==> config.mk <==
export PLATFORM = sky130hd
export DESIGN_NAME = flash_page_ring_log_pointers_flat
export DESIGN_NICKNAME = d
export VERILOG_FILES = /design/src/rtl/fprl_pkg.sv /design/src/rtl/fprl_if.sv /design/src/rtl/fprl_core.sv /design/src/rtl/fprl_outq.sv /design/src/rtl/flash_page_ring_log_pointers.sv /design/src/flat_wrapper.sv
export SDC_FILE = /design/constraint.sdc
export NUM_CORES = 1
export LEC_CHECK = 0
export BUFFER_PORTS_ARGS = -buffer_cell sky130_fd_sc_hd__buf_2
export CORE_ASPECT_RATIO = 1.75
export CORE_MARGIN = 3
export CORE_UTILIZATION = 30
export DETAILED_ROUTE_END_ITERATION = 12
export PLACE_DENSITY = 0.53
export SYNTH_ARGS = -nofsm -noshare
export SYNTH_HDL_FRONTEND = slang
export SYNTH_SLANG_ARGS = --single-unit
==> constraint.sdc <==
create_clock -name clk -period 5.1 [get_ports clk]
set_clock_uncertainty 0.1 [all_clocks]
set_input_delay 1.02 -clock clk [delete_from_list [all_inputs] [get_ports clk]]
set_output_delay 1.02 -clock clk [all_outputs]
set_load 0.01 [all_outputs]
==> src/rtl/fprl_pkg.sv <==
// ----------------------------------------------------------------------------
// fprl_pkg
// Types and codes shared by the flash page ring log pointer block.
// ----------------------------------------------------------------------------
package fprl_pkg;

	// Operation codes of an input transaction.
	localparam logic [1:0] OP_APPEND = 2'd0;
	localparam logic [1:0] OP_READ   = 2'd1;
	localparam logic [1:0] OP_CHECK  = 2'd2;

	// Flash command codes of a result transaction.
	localparam logic [1:0] CMD_NONE  = 2'd0;
	localparam logic [1:0] CMD_READ  = 2'd1;
	localparam logic [1:0] CMD_WRITE = 2'd2;
	localparam logic [1:0] CMD_ERASE = 2'd3;

	// Configuration register indexes.
	localparam logic [1:0] CFG_FIRST_PAGE = 2'd0;
	localparam logic [1:0] CFG_LAST_PAGE  = 2'd1;

	// Reset values of the ring bounds.
	localparam logic [7:0] FIRST_PAGE_RST = 8'd90;
	localparam logic [7:0] LAST_PAGE_RST  = 8'd127;

	// One result transaction.
	typedef struct packed {
		logic [1:0]  command;
		logic [7:0]  page;
		logic [15:0] offset;
		logic [12:0] byte_count;
		logic        exhausted;
		logic        caught_up;
		logic        last_of_run;
	} res_t;

	// Results produced by one accepted input, handed to the output queue.
	typedef struct packed {
		logic v0;
		logic v1;
		res_t r0;
		res_t r1;
	} push_t;

endpackage

==> src/rtl/fprl_if.sv <==
// ----------------------------------------------------------------------------
// fprl_if
// Valid/ready channels for operation requests and flash command results.
// ----------------------------------------------------------------------------
interface fprl_in_if;
	logic        valid;
	logic        ready;
	logic [1:0]  operation;
	logic [12:0] length;

	modport source (output valid, output operation, output length, input ready);
	modport sink (input valid, input operation, input length, output ready);
endinterface

interface fprl_out_if;
	logic        valid;
	logic        ready;
	logic [1:0]  command;
	logic [7:0]  page;
	logic [15:0] offset;
	logic [12:0] byte_count;
	logic        exhausted;
	logic        caught_up;
	logic        last_of_run;

	modport source (output valid, output command, output page, output offset,
		output byte_count, output exhausted, output caught_up, output last_of_run,
		input ready);
	modport sink (input valid, input command, input page, input offset,
		input byte_count, input exhausted, input caught_up, input last_of_run,
		output ready);
endinterface

==> src/rtl/fprl_core.sv <==
// ----------------------------------------------------------------------------
// fprl_core
// Ring bound registers, pointer state and the single-pass update per request.
// ----------------------------------------------------------------------------
module fprl_core import fprl_pkg::*; #(
	parameter int PAGE_BYTES = 4096
) (
	input  logic        clk,
	input  logic        arst_n,
	input  logic        cfg_we,
	input  logic [1:0]  cfg_index,
	input  logic [7:0]  cfg_data,
	input  logic        take,
	input  logic [1:0]  operation,
	input  logic [12:0] length,
	output push_t       push
);

	localparam logic [16:0] PAGE_LIM = 17'(PAGE_BYTES);

	logic [7:0]  first_page_q, last_page_q;
	logic [7:0]  write_page_q, read_page_q;
	logic [15:0] write_offset_q, read_offset_q;
	logic        wrapped_q, caught_q;

	logic [7:0]  wp_d, rp_d;
	logic [15:0] wo_d, ro_d;
	logic        wrapped_d, caught_d;
	logic [16:0] w_sum, r_sum;
	logic [15:0] w_sat, r_sat;
	logic [8:0]  w_inc;
	logic [7:0]  r_next, wp_next_rd;
	logic        exh;

	// Next page in the ring, compared at nine bits.
	function automatic logic [7:0] ring_next(input logic [7:0] p, input logic [7:0] first,
		input logic [7:0] last);
		logic [8:0] n;
		n = {1'b0, p} + 9'd1;
		if (n > {1'b0, last}) begin
			return first;
		end
		return n[7:0];
	endfunction

	// Saturating pointer sums.
	assign w_sum = {1'b0, write_offset_q} + {4'd0, length};
	assign r_sum = {1'b0, read_offset_q} + {4'd0, length};
	assign w_sat = w_sum[16] ? 16'hFFFF : w_sum[15:0];
	assign r_sat = r_sum[16] ? 16'hFFFF : r_sum[15:0];
	assign w_inc = {1'b0, write_page_q} + 9'd1;
	assign r_next = ring_next(read_page_q, first_page_q, last_page_q);

	// Next state and result transactions for the request at the input.
	always_comb begin
		wp_d = write_page_q;
		wo_d = write_offset_q;
		rp_d = read_page_q;
		ro_d = read_offset_q;
		wrapped_d = wrapped_q;
		caught_d = caught_q;
		exh = 1'b0;
		wp_next_rd = 8'd0;
		push = '0;
		push.v0 = take;
		push.r0.last_of_run = 1'b1;
		case (operation)
			OP_APPEND: begin
				wo_d = w_sat;
				push.r0.command = CMD_WRITE;
				push.r0.page = write_page_q;
				push.r0.offset = write_offset_q;
				push.r0.byte_count = length;
				push.r0.caught_up = caught_q;
				if ({1'b0, w_sat} >= PAGE_LIM) begin
					if (w_inc > {1'b0, last_page_q}) begin
						wp_d = first_page_q;
						wrapped_d = 1'b1;
					end else begin
						wp_d = w_inc[7:0];
					end
					wo_d = 16'd0;
					wp_next_rd = ring_next(wp_d, first_page_q, last_page_q);
					if (wrapped_d) begin
						rp_d = wp_next_rd;
					end
					push.r0.last_of_run = 1'b0;
					push.v1 = take;
					push.r1.command = CMD_ERASE;
					push.r1.page = wp_d;
					push.r1.offset = 16'd0;
					push.r1.byte_count = PAGE_LIM[12:0];
					push.r1.exhausted = 1'b0;
					push.r1.caught_up = caught_q;
					push.r1.last_of_run = 1'b1;
				end
			end
			OP_READ: begin
				ro_d = r_sat;
				if ({1'b0, r_sat} >= PAGE_LIM) begin
					if (!caught_q) begin
						rp_d = r_next;
						ro_d = 16'd0;
						if (r_next == write_page_q) begin
							caught_d = 1'b1;
						end
					end else begin
						exh = 1'b1;
					end
				end
				push.r0.command = CMD_READ;
				push.r0.page = read_page_q;
				push.r0.offset = read_offset_q;
				push.r0.byte_count = length;
				push.r0.exhausted = exh;
				push.r0.caught_up = caught_d;
			end
			OP_CHECK: begin
				if (read_page_q == write_page_q) begin
					caught_d = 1'b1;
				end
				push.r0.command = CMD_NONE;
				push.r0.caught_up = caught_d;
			end
			default: begin
				push.r0.command = CMD_NONE;
				push.r0.caught_up = caught_q;
			end
		endcase
	end

	// Ring bound registers.
	always_ff @(posedge clk or negedge arst_n) begin
		if (!arst_n) begin
			first_page_q <= FIRST_PAGE_RST;
			last_page_q <= LAST_PAGE_RST;
		end else if (cfg_we) begin
			case (cfg_index)
				CFG_FIRST_PAGE: first_page_q <= cfg_data;
				CFG_LAST_PAGE: last_page_q <= cfg_data;
				default: begin
				end
			endcase
		end
	end

	// Pointer state, updated once per accepted transaction.
	always_ff @(posedge clk or negedge arst_n) begin
		if (!arst_n) begin
			write_page_q <= FIRST_PAGE_RST;
			read_page_q <= FIRST_PAGE_RST;
			write_offset_q <= 16'd0;
			read_offset_q <= 16'd0;
			wrapped_q <= 1'b0;
			caught_q <= 1'b0;
		end else if (take) begin
			write_page_q <= wp_d;
			read_page_q <= rp_d;
			write_offset_q <= wo_d;
			read_offset_q <= ro_d;
			wrapped_q <= wrapped_d;
			caught_q <= caught_d;
		end
	end

endmodule

==> src/rtl/fprl_outq.sv <==
// ----------------------------------------------------------------------------
// fprl_outq
// Four-entry result queue that takes one or two results and drains one.
// ----------------------------------------------------------------------------
module fprl_outq import fprl_pkg::*; (
	input  logic  clk,
	input  logic  arst_n,
	input  push_t push,
	output logic  room,
	output logic  out_valid,
	input  logic  out_ready,
	output res_t  out_res
);

	res_t       entry_q [4];
	logic [1:0] wr_q, rd_q;
	logic [2:0] cnt_q;
	logic       pop;
	logic [1:0] wr_inc;

	// Room for the two results that an append may bring.
	assign room = (cnt_q <= 3'd2);
	assign out_valid = (cnt_q != 3'd0);
	assign out_res = entry_q[rd_q];
	assign pop = out_valid && out_ready;
	assign wr_inc = wr_q + 2'd1;

	// Result storage.
	always_ff @(posedge clk) begin
		if (push.v0) begin
			entry_q[wr_q] <= push.r0;
		end
		if (push.v1) begin
			entry_q[wr_inc] <= push.r1;
		end
	end

	// Queue pointers and fill count.
	always_ff @(posedge clk or negedge arst_n) begin
		if (!arst_n) begin
			wr_q <= 2'd0;
			rd_q <= 2'd0;
			cnt_q <= 3'd0;
		end else begin
			wr_q <= wr_q + {1'b0, push.v0} + {1'b0, push.v1};
			if (pop) begin
				rd_q <= rd_q + 2'd1;
			end
			cnt_q <= cnt_q + {2'd0, push.v0} + {2'd0, push.v1} - {2'd0, pop};
		end
	end

endmodule

==> src/rtl/flash_page_ring_log_pointers.sv <==
// ----------------------------------------------------------------------------
// flash_page_ring_log_pointers
// Write and read pointers over a ring of flash pages, issuing flash commands.
// ----------------------------------------------------------------------------
// Channel   Direction  Handshake     Contents
// in_ch     sink       valid/ready   operation, length
// out_ch    source     valid/ready   command, page, offset, byte_count, flags
// cfg       write      cfg_we        cfg_index, cfg_data (first_page, last_page)
//
// A request is taken in any cycle in which the four-entry result queue has
// room for two results; the pointer update completes at that same edge.
// A read or check yields one result, an append crossing a page end yields two.
// Sustained rate is one request per cycle while the sink drains, bounded by
// the single output port: an append with an erase puts both its results on it.
// Reset puts both pointers on page 90 and empties the queue.
// ----------------------------------------------------------------------------
module flash_page_ring_log_pointers import fprl_pkg::*; #(
	parameter int PAGE_BYTES = 4096
) (
	input  logic             clk,
	input  logic             arst_n,
	fprl_in_if.sink          in_ch,
	fprl_out_if.source       out_ch,
	input  logic             cfg_we,
	input  logic [1:0]       cfg_index,
	input  logic [7:0]       cfg_data
);

	push_t push;
	logic  room;
	logic  take;
	res_t  out_res;

	assign in_ch.ready = room;
	assign take = in_ch.valid && room;

	// Pointer state and request decode.
	fprl_core #(
		.PAGE_BYTES(PAGE_BYTES)
	) u_core (
		.clk(clk),
		.arst_n(arst_n),
		.cfg_we(cfg_we),
		.cfg_index(cfg_index),
		.cfg_data(cfg_data),
		.take(take),
		.operation(in_ch.operation),
		.length(in_ch.length),
		.push(push)
	);

	// Result queue toward the flash side.
	fprl_outq u_outq (
		.clk(clk),
		.arst_n(arst_n),
		.push(push),
		.room(room),
		.out_valid(out_ch.valid),
		.out_ready(out_ch.ready),
		.out_res(out_res)
	);

	assign out_ch.command = out_res.command;
	assign out_ch.page = out_res.page;
	assign out_ch.offset = out_res.offset;
	assign out_ch.byte_count = out_res.byte_count;
	assign out_ch.exhausted = out_res.exhausted;
	assign out_ch.caught_up = out_res.caught_up;
	assign out_ch.last_of_run = out_res.last_of_run;

	// An accepted transaction always leaves a result behind.
	a_result_follows: assert property (@(posedge clk) disable iff (!arst_n)
		take |=> out_ch.valid)
		else $error("accepted transaction left no result");

	// A second result only comes with a write first and an erase last.
	a_pair_shape: assert property (@(posedge clk) disable iff (!arst_n)
		push.v1 |-> (push.v0 && !push.r0.last_of_run && push.r0.command == CMD_WRITE
			&& push.r1.command == CMD_ERASE))
		else $error("malformed result pair");

	// Back pressure on the input only while results are pending.
	a_stall_pending: assert property (@(posedge clk) disable iff (!arst_n)
		!in_ch.ready |-> out_ch.valid)
		else $error("input stalled with empty queue");

	// Exhausted is only reported on a read once caught up.
	a_exhausted_read: assert property (@(posedge clk) disable iff (!arst_n)
		(out_ch.valid && out_ch.exhausted) |-> (out_ch.caught_up
			&& out_ch.command == CMD_READ))
		else $error("exhausted flag on wrong result");

endmodule

==> src/flat_wrapper.sv <==
// flat-port wrapper written by rule: the top's interface ports become plain ports
module flash_page_ring_log_pointers_flat import fprl_pkg::*;
#(
	parameter int PAGE_BYTES = 4096
)
  (clk, arst_n, cfg_we, cfg_index, cfg_data, in_ch_valid, in_ch_operation, in_ch_length, in_ch_ready, out_ch_valid, out_ch_command, out_ch_page, out_ch_offset, out_ch_byte_count, out_ch_exhausted, out_ch_caught_up, out_ch_last_of_run, out_ch_ready);
  fprl_in_if in_ch_i ();
  fprl_out_if out_ch_i ();
  input  logic clk;
  input  logic arst_n;
  input  logic cfg_we;
  input  logic [1:0] cfg_index;
  input  logic [7:0] cfg_data;
  input wire logic [$bits(in_ch_i.valid)-1:0] in_ch_valid;
  input wire logic [$bits(in_ch_i.operation)-1:0] in_ch_operation;
  input wire logic [$bits(in_ch_i.length)-1:0] in_ch_length;
  output wire logic [$bits(in_ch_i.ready)-1:0] in_ch_ready;
  output wire logic [$bits(out_ch_i.valid)-1:0] out_ch_valid;
  output wire logic [$bits(out_ch_i.command)-1:0] out_ch_command;
  output wire logic [$bits(out_ch_i.page)-1:0] out_ch_page;
  output wire logic [$bits(out_ch_i.offset)-1:0] out_ch_offset;
  output wire logic [$bits(out_ch_i.byte_count)-1:0] out_ch_byte_count;
  output wire logic [$bits(out_ch_i.exhausted)-1:0] out_ch_exhausted;
  output wire logic [$bits(out_ch_i.caught_up)-1:0] out_ch_caught_up;
  output wire logic [$bits(out_ch_i.last_of_run)-1:0] out_ch_last_of_run;
  input wire logic [$bits(out_ch_i.ready)-1:0] out_ch_ready;
  assign in_ch_i.valid = in_ch_valid;
  assign in_ch_i.operation = in_ch_operation;
  assign in_ch_i.length = in_ch_length;
  assign in_ch_ready = in_ch_i.ready;
  assign out_ch_valid = out_ch_i.valid;
  assign out_ch_command = out_ch_i.command;
  assign out_ch_page = out_ch_i.page;
  assign out_ch_offset = out_ch_i.offset;
  assign out_ch_byte_count = out_ch_i.byte_count;
  assign out_ch_exhausted = out_ch_i.exhausted;
  assign out_ch_caught_up = out_ch_i.caught_up;
  assign out_ch_last_of_run = out_ch_i.last_of_run;
  assign out_ch_i.ready = out_ch_ready;
  flash_page_ring_log_pointers #(.PAGE_BYTES(PAGE_BYTES)) u_core (.clk(clk), .arst_n(arst_n), .in_ch(in_ch_i), .out_ch(out_ch_i), .cfg_we(cfg_we), .cfg_index(cfg_index), .cfg_data(cfg_data));
endmodule
# After elaboration in Yosys (flattened, before gate mapping)
# Memory sizes are Yosys's and may differ from the RTL's.
# Index checks and enable logic that the tools add are counted.
# W data, S select, Z words.
[totals] ram_bits=168 output_inout_bits=44 memories=1 reg_bits=73 in_bits=30
[mem_list] memory="u_core.u_outq.entry_q" words=4 width=42 rd=1 rd_ports_with_merged_regs=0 wr=2 line_no="fprl_outq.sv:15" text="res_t entry_q [4];"
[op_classes] n_eq_ne=9 mux=42 addsub=12 magnitude_cmp=6 reduce_logical=12
[ops] cell="$mux W8" n=11
[ops] cell="$mux W43" n=2
[ops] cell="$mux W16" n=5
[ops] cell="$pmux W37 S2" n=1
[ops] cell="$add A16 B13 Y17" n=2
[ops] cell="$ge A16 B13 Y1 const B" n=2
[ops] cell="$add A8 B1 Y9 const B" n=3
[ops] cell="$gt A9 B8 Y1" n=3
[ops] cell="$mux W1" n=20
[ops] cell="$eq A8 B8 Y1" n=2
[ops] cell="$pmux W8 S2" n=1
[ops] cell="$reduce_and A2 Y1" n=4
[ops] cell="$add A3 B1 Y3" n=2
[ops] cell="$ne A2 B2 Y1 const B" n=3
[ops] cell="$reduce_and A6 Y1" n=1
[ops] cell="$add A2 B1 Y2" n=2
[ops] cell="$add A2 B1 Y2 const B" n=2
[ops] cell="$eq A2 B1 Y1 const B" n=2
[ops] cell="$logic_not A2 Y1" n=2
[ops] cell="$pmux W2 S2" n=1
[ops] cell="$le A3 B2 Y1 const B" n=1
[ops] cell="$reduce_and A3 Y1" n=1
[ops] cell="$reduce_bool A3 Y1" n=1
[ops] cell="$sub A3 B1 Y3" n=1
[ops] cell="5 further kinds" n=6

# Logic depth before layout (Yosys ltp)
# Gate-level depths: netlist (run 1).
[logic_depth] depth_word=14 mapped_depth=27 mapped_depth_nobuf=26

# By module
# A second synthesis (run 1) with hierarchy kept.
[unflattened] hier_cells=1232 area_unflattened_um2=15019.4
[modules_own_cells] mod="fprl_outq" cells_each=442 seq_area_each_um2=5220.0 instances=1 area_per_inst_um2=8469.4
[modules_own_cells] mod="fprl_core" cells_each=789 seq_area_each_um2=1675.4 instances=1 area_per_inst_um2=6543.8
[modules_own_cells] mod="flash_page_ring_log_pointers" cells_each=1 seq_area_each_um2=0.0 instances=1 area_per_inst_um2=6.3

# Least setup slack after synthesis (run 1)
# OpenSTA, ideal clock, no wires.
[synth_timing] path_type="reg-to-reg" from="reg u_core.u_core.write_page_q[1]" to="reg u_core.u_core.read_page_q[1]" synth_period_minus_slack_ns=5.521 setup_slack_ns=-0.421 arrival_ns=5.339 setup_time_ns=0.082 path_stages_with_launch=27 n_path_buf=1 cell_sequence="dfstp_2 ha_1 nand3_1 nor2_1 xnor2_1 ha_1 nand4_1 a21o_1 a31o_2 nand2_1 clkbuf_1 nor2_1 a21oi_1 inv_1 ha_1 a21boi_0 xnor2_1 a21o_1 ha_1 o21a_1 o21ai_0 a21oi_1 o31ai_1 o211ai_1 o21ai_0 o21ai_1 mux2_2"
[synth_via] elab_chain_cells=14 word_cells_on_any_way=19 classes_between="2 x add/sub; 2 x order compare; 1 x eq/ne; 13 x mux; 1 x reduce/logical"
[synth_lines] item="from (decl)" line_no="fprl_core.sv:22" text="logic [7:0] write_page_q, read_page_q;"
[synth_lines] item="from (signal assigned)" line_no="fprl_core.sv:157" text="write_page_q <= wp_d;"
[synth_lines] item="$add A8 B1 Y9 *" line_no="fprl_core.sv:51" text="assign w_inc = {1'b0, write_page_q} + 9'd1;"
[synth_lines] item="$gt A9 B8 Y1" line_no="fprl_core.sv:76" text="if (w_inc > {1'b0, last_page_q}) begin"
[synth_lines] item="$mux W8" line_no="fprl_core.sv:76"
[synth_lines] item="$mux W8" line_no="fprl_core.sv:75" text="if ({1'b0, w_sat} >= PAGE_LIM) begin"
[synth_lines] item="$mux W8" line_no="fprl_core.sv:67" text="case (operation)"
[synth_lines] item="$add A8 B1 Y9" line_no="fprl_core.sv:39" text="n = {1'b0, p} + 9'd1;"
[synth_lines] item="$gt A9 B8 Y1" line_no="fprl_core.sv:40" text="if (n > {1'b0, last}) begin"
[synth_lines] item="$mux W1" line_no="fprl_core.sv:40"
[synth_lines] item="$mux W1" line_no="fprl_core.sv:75"
[synth_lines] item="$mux W1" line_no="fprl_core.sv:67"
[synth_lines] item="$mux W8" line_no="fprl_core.sv:43" text="return n[7:0];"
[synth_lines] item="$mux W8" line_no="fprl_core.sv:84" text="if (wrapped_d) begin"
[synth_lines] item="$mux W8" line_no="fprl_core.sv:75"
[synth_lines] item="$pmux W8 S2" line_no="fprl_core.sv:67"
[synth_lines] item="to (signal assigned)" line_no="fprl_core.sv:158" text="read_page_q <= rp_d;"
[synth_lines] item="to (decl)" line_no="fprl_core.sv:22"
# Every way passes the cells marked *; elsewhere a longest branch is shown, timed or not. The select of a mux whose other input is x is not followed.
# A chain may end at the register's enable or synchronous reset.

# Worst setup path after layout (run 1)
# Ends and elaborated chain as after synthesis.

==> results of run 1 <==
## synth_stat cells (3+ instances only)
| cell | instances |
|---|---|
| a211o_1 | 5 |
| buf_6 | 3 |
| o21a_1 | 6 |
| buf_1 | 7 |
| nor2b_1 | 17 |
| a21boi_0 | 5 |
| o31ai_1 | 6 |
| mux2_1 | 3 |
| a211oi_1 | 73 |
| fa_1 | 5 |
| nand2b_1 | 4 |
| a21o_1 | 23 |
| a31o_2 | 3 |
| nand3b_1 | 6 |
| a21oi_1 | 94 |
| inv_1 | 40 |
| and3_1 | 9 |
| dfrtp_1 | 54 |
| nor2_1 | 123 |
| dfxtp_1 | 116 |
| o22ai_1 | 35 |
| a22oi_1 | 26 |
| mux2_2 | 14 |
| nand2_1 | 183 |
| dfstp_2 | 19 |
| edfxtp_1 | 52 |
| a31oi_1 | 7 |
| and2_1 | 9 |
| mux4_2 | 42 |
| o221ai_1 | 3 |
| o21ai_0 | 67 |
| xnor2_1 | 36 |
| o31ai_2 | 5 |
| xor2_1 | 23 |
| buf_2 | 14 |
| nand4_1 | 18 |
| clkbuf_1 | 70 |
| nand3_1 | 19 |
| ha_1 | 59 |
| o211ai_1 | 10 |
| mux2i_1 | 8 |
| a2111oi_0 | 4 |
| o21ai_1 | 17 |
| nor3_1 | 10 |
## state kept, by name (all words and copies together), names as in the netlist
register and flops:
u_core.u_outq.entry_q 168, u_core.u_core.read_offset_q 16, u_core.u_core.write_offset_q 16, u_core.u_core.first_page_q 8, u_core.u_core.last_page_q 8, u_core.u_core.read_page_q 8, u_core.u_core.write_page_q 8, u_core.u_outq.cnt_q 3
u_core.u_outq.rd_q 2, u_core.u_outq.wr_q 2, u_core.u_core.caught_q 1, u_core.u_core.wrapped_q 1
## routing by layer
layer  track usage, %  vias to the layer above
met2             32.9                      300
met4             7.35                        4
li1                 -                     5270
met1             19.3                     5560
met5                0                        -
met3             2.40                      108
## path summary, 6_finish.rpt
kind | endpoint | slack (ns) | depth (start not counted)
min in group clk | u_core.u_outq.entry_q[1][10] | 0.35 | 2
max reg2reg | u_core.u_core.read_page_q[1] | 0.1 | 25
max in group asynchronous | u_core.u_core.read_offset_q[1] | 3.59 | 2
min | u_core.u_core.write_page_q[0] | 0.33 | 1
min reg2reg | u_core.u_outq.entry_q[1][10] | 0.35 | 2
max | u_core.u_core.read_page_q[1] | 0.1 | 25
## through the flow
stage / utilization [%] / area, um^2 / cells / worst slack, ns
after floorplan: - / 13500 / 1398 / 0.0421
after global placement: 33.2 / 14700 / 2012 / 0.0157
after detailed placement: 33.2 / 14700 / 2012 / -0.0377
after CTS: 35.0 / 15600 / 2057 / 0.00223
after global routing: 35.4 / 15700 / 2063 / -0.200
final: 35.5 / 15700 / 2065 / 0.0996
## power groups by stage
| stage | Sequential (mW) | Clock (mW) | Combinational (mW) |
|---|---|---|---|
| after detailed placement | 3.37 | 0 | 5.03 |
| final | 3.34 | 1.87 | 5.21 |
| after global routing | 3.43 | 1.98 | 5.72 |
| after global placement | 3.34 | 0 | 4.95 |
| after CTS | 3.33 | 1.90 | 5.06 |
| after floorplan | 3.02 | 0 | 3.70 |
## what timing repair did
item / CTS / global route
cloned: 0 / 0
pin swaps: 0 / 13
endpoints found under the setup margin: 6 / 8
resized for setup: 1 / 26
setup buffers: 1 / 6
## cell type report
| cell class | count | area, um^2 | share of cell area, % |
|---|---|---|---|
| clock buffer | 30 | 654 | 4.16 |
| tap | 572 | 716 | 4.55 |
| multi-input combinational | 1020 | 7390 | 47.0 |
| inverter | 41 | 154 | 0.977 |
| antenna | 2 | 5.00 | 0.0318 |
| sequential | 241 | 5740 | 36.4 |
| clock inverter | 14 | 156 | 0.993 |
| timing repair buffer | 145 | 928 | 5.90 |
## critical path: stages (launching register included)
cell	delay, ns
dfstp_2	0.56
ha_4	0.15
nand3_4	0.09
buf_6	0.14
nor2_4	0.12
xnor2_2	0.10
ha_1	0.31
nand4_1	0.13
a21o_1	0.21
a31o_4	0.25
nand2_4	0.11
nor2_2	0.06
a21oi_4	0.13
inv_2	0.06
ha_4	0.16
a21boi_2	0.16
xnor2_2	0.16
a21o_1	0.21
ha_4	0.16
a2111oi_1	0.29
a21oi_1	0.14
o31ai_2	0.27
o211ai_1	0.22
o21ai_2	0.26
o21ai_1	0.09
mux2_2	0.26
## logic make-up (layout without fill, tap and decap cells)
group / Yosys count / after routing
adders and majority gates: 64 / 64
and+or+nand+nor: 415 / 415
other: 0 / 2
muxes: 68 / 68
xor gates and xnor gates: 59 / 59
buffers and inverters: 137 / 230
DFF: 241 / 241
AOI/OAI and AO/OA: 414 / 414
## placed cells by master, fill, tap and decap left out, types with 19 or more instances in the layout
master     instances
a211oi_1          73
nor2_1           119
buf_2             72
mux4_2            42
buf_4             70
dfrtp_1           52
dfstp_2           19
xor2_1            22
clkbuf_16         25
o21ai_0           65
xnor2_1           33
a21o_1            23
edfxtp_1          52
nand2_1          181
dfxtp_1          116
a21oi_1           93
ha_1              56
inv_1             38
a22oi_1           26
o22ai_1           34
==> impl_metrics.yaml, run 1 <==
drt:
  wl_um: 42600
  via_per_inst: 5.44
  routedWlPerCell_um: 20.6
  wl_met3_um: 1780
  dr.max_layer_used: "met5"
  drt_iter0_markers: 578
  met2WireLength_um: 22800
  drt_first_pass_iters: 5
  drcViolationCount: 0
  postRouteAntennaNets: 0
  vias: 11200
  m1WireLength_um: 16300
clocking:
  clkTransAtPathRegs_ns: 0.07
  clkLatencyLatePin_ns: 0.54
  htree_levels: 1
  cts_num_sinks: 241
  root_buffer: "clkbuf_16"
  tritoncts: "yes"
  cts_hold_buf: 0
  numCtsBuffers: 24
  clockBufferDepth: 3
logic_synthesis:
  synth_fa_ha_area_share_pct: 6.21
  synth_seq_cells: 241
  syn_inst: 1398
  syn_avg_cell_area_um2: 9.65
  synthXorXnorAreaFrac_pct: 3.83
  ys_types: 80
  synth-compound-area-share_pct: 20.5
  synth_fp_nets: 1492
  synthMuxAreaShare_pct: 9.14
  yosys.area_share.simple_pct: 13.6
  synthFlopType: "dfxtp_1"
  synth_edf_count: 52
  yosys.area.top_type: "dfxtp_1"
  seq_area_frac_synth_pct: 42.5
  syn_area_mm2: 0.0135
  async_reset_ff_share_pct: 30.3
  synth.top_cell.area_share_pct: 17.2
  synth_top_family_by_area: "compound AO/OA/AOI/OAI gates"
  synth_area_leaders: "dfxtp_1 17%, edfxtp_1 12%, dfrtp_1 10%, mux4_2 7.0%, ha_1 5.5%"
  ys_warn_count: 0
critical_path:
  crit_path_end_kind: "flip-flop"
  crit_path_start: "u_core.u_core.write_page_q[1]"
  worstPathArrival_ns: 5.37
  cp_max_fo: 6
  critical_path.startpoint_type: "flip-flop"
  worstPathRequired_ns: 5.47
  r2r-start: "u_core.u_core.write_page_q[1]"
  critPathKind: "flip-flop to flip-flop"
worst_hold_path:
  worstHoldPathType: "input port to asynchronous set/reset pin"
floorplan:
  num_rows: 102
  core_area_mm2: 0.0444
  die_y_um: 287
  die_w_um: 166
  dieArea_mm2: 0.0476
  ios: 74
  start_util_pct: 30.4
global_route:
  grt_pass1_wl_um: 66300
  grt_max_degree: 49
  grt_pass1_vias: 11500
  gr-total-overflow: 0
  antenna_found_initial: 4
  grt_usage_pct: 17.4
power:
  pwr-share-clk_pct: 17.9
  pwr-share-comb_pct: 50.0
  p_leak_nw: 6.22
  p_sw_share_pct: 40.8
  switchingPower_mw: 4.24
  p_int_mw: 6.17
  power_density_mw_per_mm2: 661
  seq_power_share_pct: 32.1
  p_total_mw: 10.4
  vdd_drop_max_mv: 0.248
sta:
  fmax_mhz: 200
  drv_slew: 0
  relSlewSlack_pct: 26.9
  hold_ws_ns: 0.326
  fin_crit_ns: 5.00
  setup_viol: 0
  final.setup.tns_ns: 0
  period_share_pct: 98.0
  rsz0062_at_grt: "true"
  hold_viol_final: 0
  tightest_slew_ns: 1.09
job:
  maxCapViolations: 0
placed_design:
  hpwl_um: 30800
  gp_congestion: 0.855
  port_buffers: 73
final_layout:
  fill_cells: 4575
  area_delta_synth_final_pct: 16.7
  final_net_count: 1567
  drive_gt1_share_pct: 21.5
outcome:
  status: "completed"
No activity file was read; power rests on OpenSTA's default activity.
==> inputs of run 2 (changes only) <==
CORE_UTILIZATION = 50   (was 30)
PLACE_DENSITY = 0.76   (was 0.53)
==> impl_metrics.yaml, run 2 (synthesis gave the netlist of run 1 again) <==
global_route:
  grt_pass1_wl_um: 59800
  grt_pass1_vias: 11300
  gr-total-overflow: 0
  grt_usage_pct: 25.8
  grt_max_degree: 74
  antenna_found_initial: 2
critical_path:
  reg2regPathDepth: 24
  worstPathRequired_ns: 5.46
  rrSetupSlack_ns: 0.26
  worstPathArrival_ns: 5.19
  critical_path.startpoint_type: "flip-flop"
  crit_path_end_kind: "flip-flop"
  cp_max_fo: 6
  r2r-end: "u_core.u_core.read_page_q[1]"
  r2r-start: "u_core.u_core.write_page_q[1]"
  critPathKind: "flip-flop to flip-flop"
sta:
  final.setup.tns_ns: 0
  drv_slew: 0
  fmax_mhz: 207
  hold_ws_ns: 0.353
  hold_viol_final: 0
  setup_viol: 0
  tightest_slew_ns: 1.11
  relSlewSlack_pct: 25.7
  fin_crit_ns: 4.84
  period_share_pct: 94.8
final_layout:
  area_delta_synth_final_pct: 13.1
  num_antenna_cells: 0
  final_cell_mix: "182 x nand2_1, 119 x nor2_1, 116 x dfxtp_1"
  fill_cells: 2236
  drive_gt1_share_pct: 20.8
  largest_register: "u_core.u_outq.entry_q"
  layout_commonest_cell: "nand2_1"
  multi_input_area_mm2: 0.00738
  top_regs: "u_core.u_outq.entry_q x168, u_core.u_core.read_offset_q x16, u_core.u_core.write_offset_q x16"
  largest_reg_flops: 168
  final-seq-area_mm2: 0.00574
  final_net_count: 1559
floorplan:
  ios: 74
  start_util_pct: 51.4
  die_w_um: 130
  num_rows: 78
  core_area_mm2: 0.0263
  die_y_um: 223
  dieArea_mm2: 0.0291
clocking:
  root_buffer: "clkbuf_16"
  clkTransAtPathRegs_ns: 0.07
  htree_levels: 1
  cts_num_sinks: 241
  tritoncts: "yes"
  clockBufferDepth: 3
  numCtsBuffers: 23
  clkLatencyLatePin_ns: 0.53
  cts_hold_buf: 0
drt:
  vias: 11200
  drt_iter0_markers: 912
  routedWlPerCell_um: 21.1
  via_per_inst: 6.24
  drt_first_pass_iters: 6
  postRouteAntennaNets: 0
  wl_um: 38000
  drcViolationCount: 0
worst_hold_path:
  hold_path_depth: 2
  worstHoldPathType: "flip-flop to flip-flop"
  hold_path.startpoint: "u_core.u_outq.entry_q[2][12]"
  holdPathEnd: "u_core.u_outq.entry_q[2][12]"
power:
  power_density_mw_per_mm2: 664
  p_total_mw: 10.1
  p_leak_nw: 6.14
  vdd_drop_max_mv: 0.360
placed_design:
  gp_congestion: 0.961
  hpwl_um: 27100
  port_buffers: 73
job:
  maxCapViolations: 0
outcome:
  status: "completed"
-- run 2: report_power, final --
group	internal (mW)	total [mW]	switching (mW)
sequential	2.71	3.34	0.629
clock	0.928	1.68	0.748
combinational	2.39	5.12	2.73
-- run 2: cell type report --
class                           instances  area share, %
Tap cell                              320           2.62
Inverter                               41           1.01
Timing Repair Buffer                  138           5.63
Clock buffer                           34           4.44
Sequential cell                       241           37.6
Multi-Input combinational cell       1020           48.3
Clock inverter                          7          0.344
-- run 2: per-stage QoR --
step	utilization [%]	std cells	cell area (um^2)	setup WS, ns
after CTS	57.5	1795	15100	0.0202
after detailed placement	54.7	1754	14400	-0.0323
after floorplan	-	1398	13500	0.0421
final	58.1	1801	15300	0.264
after global placement	54.7	1754	14400	0.0549
after global routing	58.1	1801	15300	-0.0641
-- run 2: metal layers --
layer  wire (um)  vias up  global-route usage (%)
li1            -     5249                       -
met1       14100     5416                    30.1
met2       19600      434                    44.8
met3        2030      131                    3.07
met4        2170        4                    14.6
met5          23        -                       0
-- run 2: worst max-delay path, stage by stage, from the launching register on --
cell,delay [ns]
dfstp_2,0.57
and2_4,0.16
nand4_1,0.16
xnor2_2,0.21
ha_1,0.31
nand4_1,0.11
a21o_1,0.20
a31o_4,0.25
nand2_4,0.10
nor2_2,0.06
a21oi_4,0.12
inv_2,0.06
ha_4,0.16
a21boi_2,0.15
xnor2_1,0.23
a21o_1,0.18
ha_4,0.20
o21a_1,0.16
o21ai_1,0.12
a21oi_1,0.07
o31ai_2,0.29
o211ai_1,0.21
o21ai_2,0.25
o21ai_1,0.08
mux2_2,0.26
-- run 2: what timing repair did --
item / in CTS / in global routing
pin swaps: 2 / 13
setup endpoints to repair: 4 / 8
setup buffers: 0 / 6
resized for setup: 2 / 20
endpoints found under the hold margin: 0 / 0
-- run 2: worst max-delay path by stage --
stage | from | slack, ns | end | cells after the start
3_3_place_gp | u_core.u_core.write_page_q[1] | 0.05 | u_core.u_core.read_page_q[1] | 24
5_1_grt | u_core.u_core.write_page_q[1] | -0.06 | u_core.u_core.read_page_q[1] | 24
2_1_floorplan | u_core.u_core.write_page_q[1] | 0.04 | u_core.u_core.read_page_q[2] | 24
3_5_place_dp | u_core.u_core.write_page_q[1] | -0.03 | u_core.u_core.read_page_q[1] | 23
6_report | u_core.u_core.write_page_q[1] | 0.26 | u_core.u_core.read_page_q[1] | 24
4_1_cts | u_core.u_core.write_page_q[1] | 0.02 | u_core.u_core.read_page_q[1] | 25
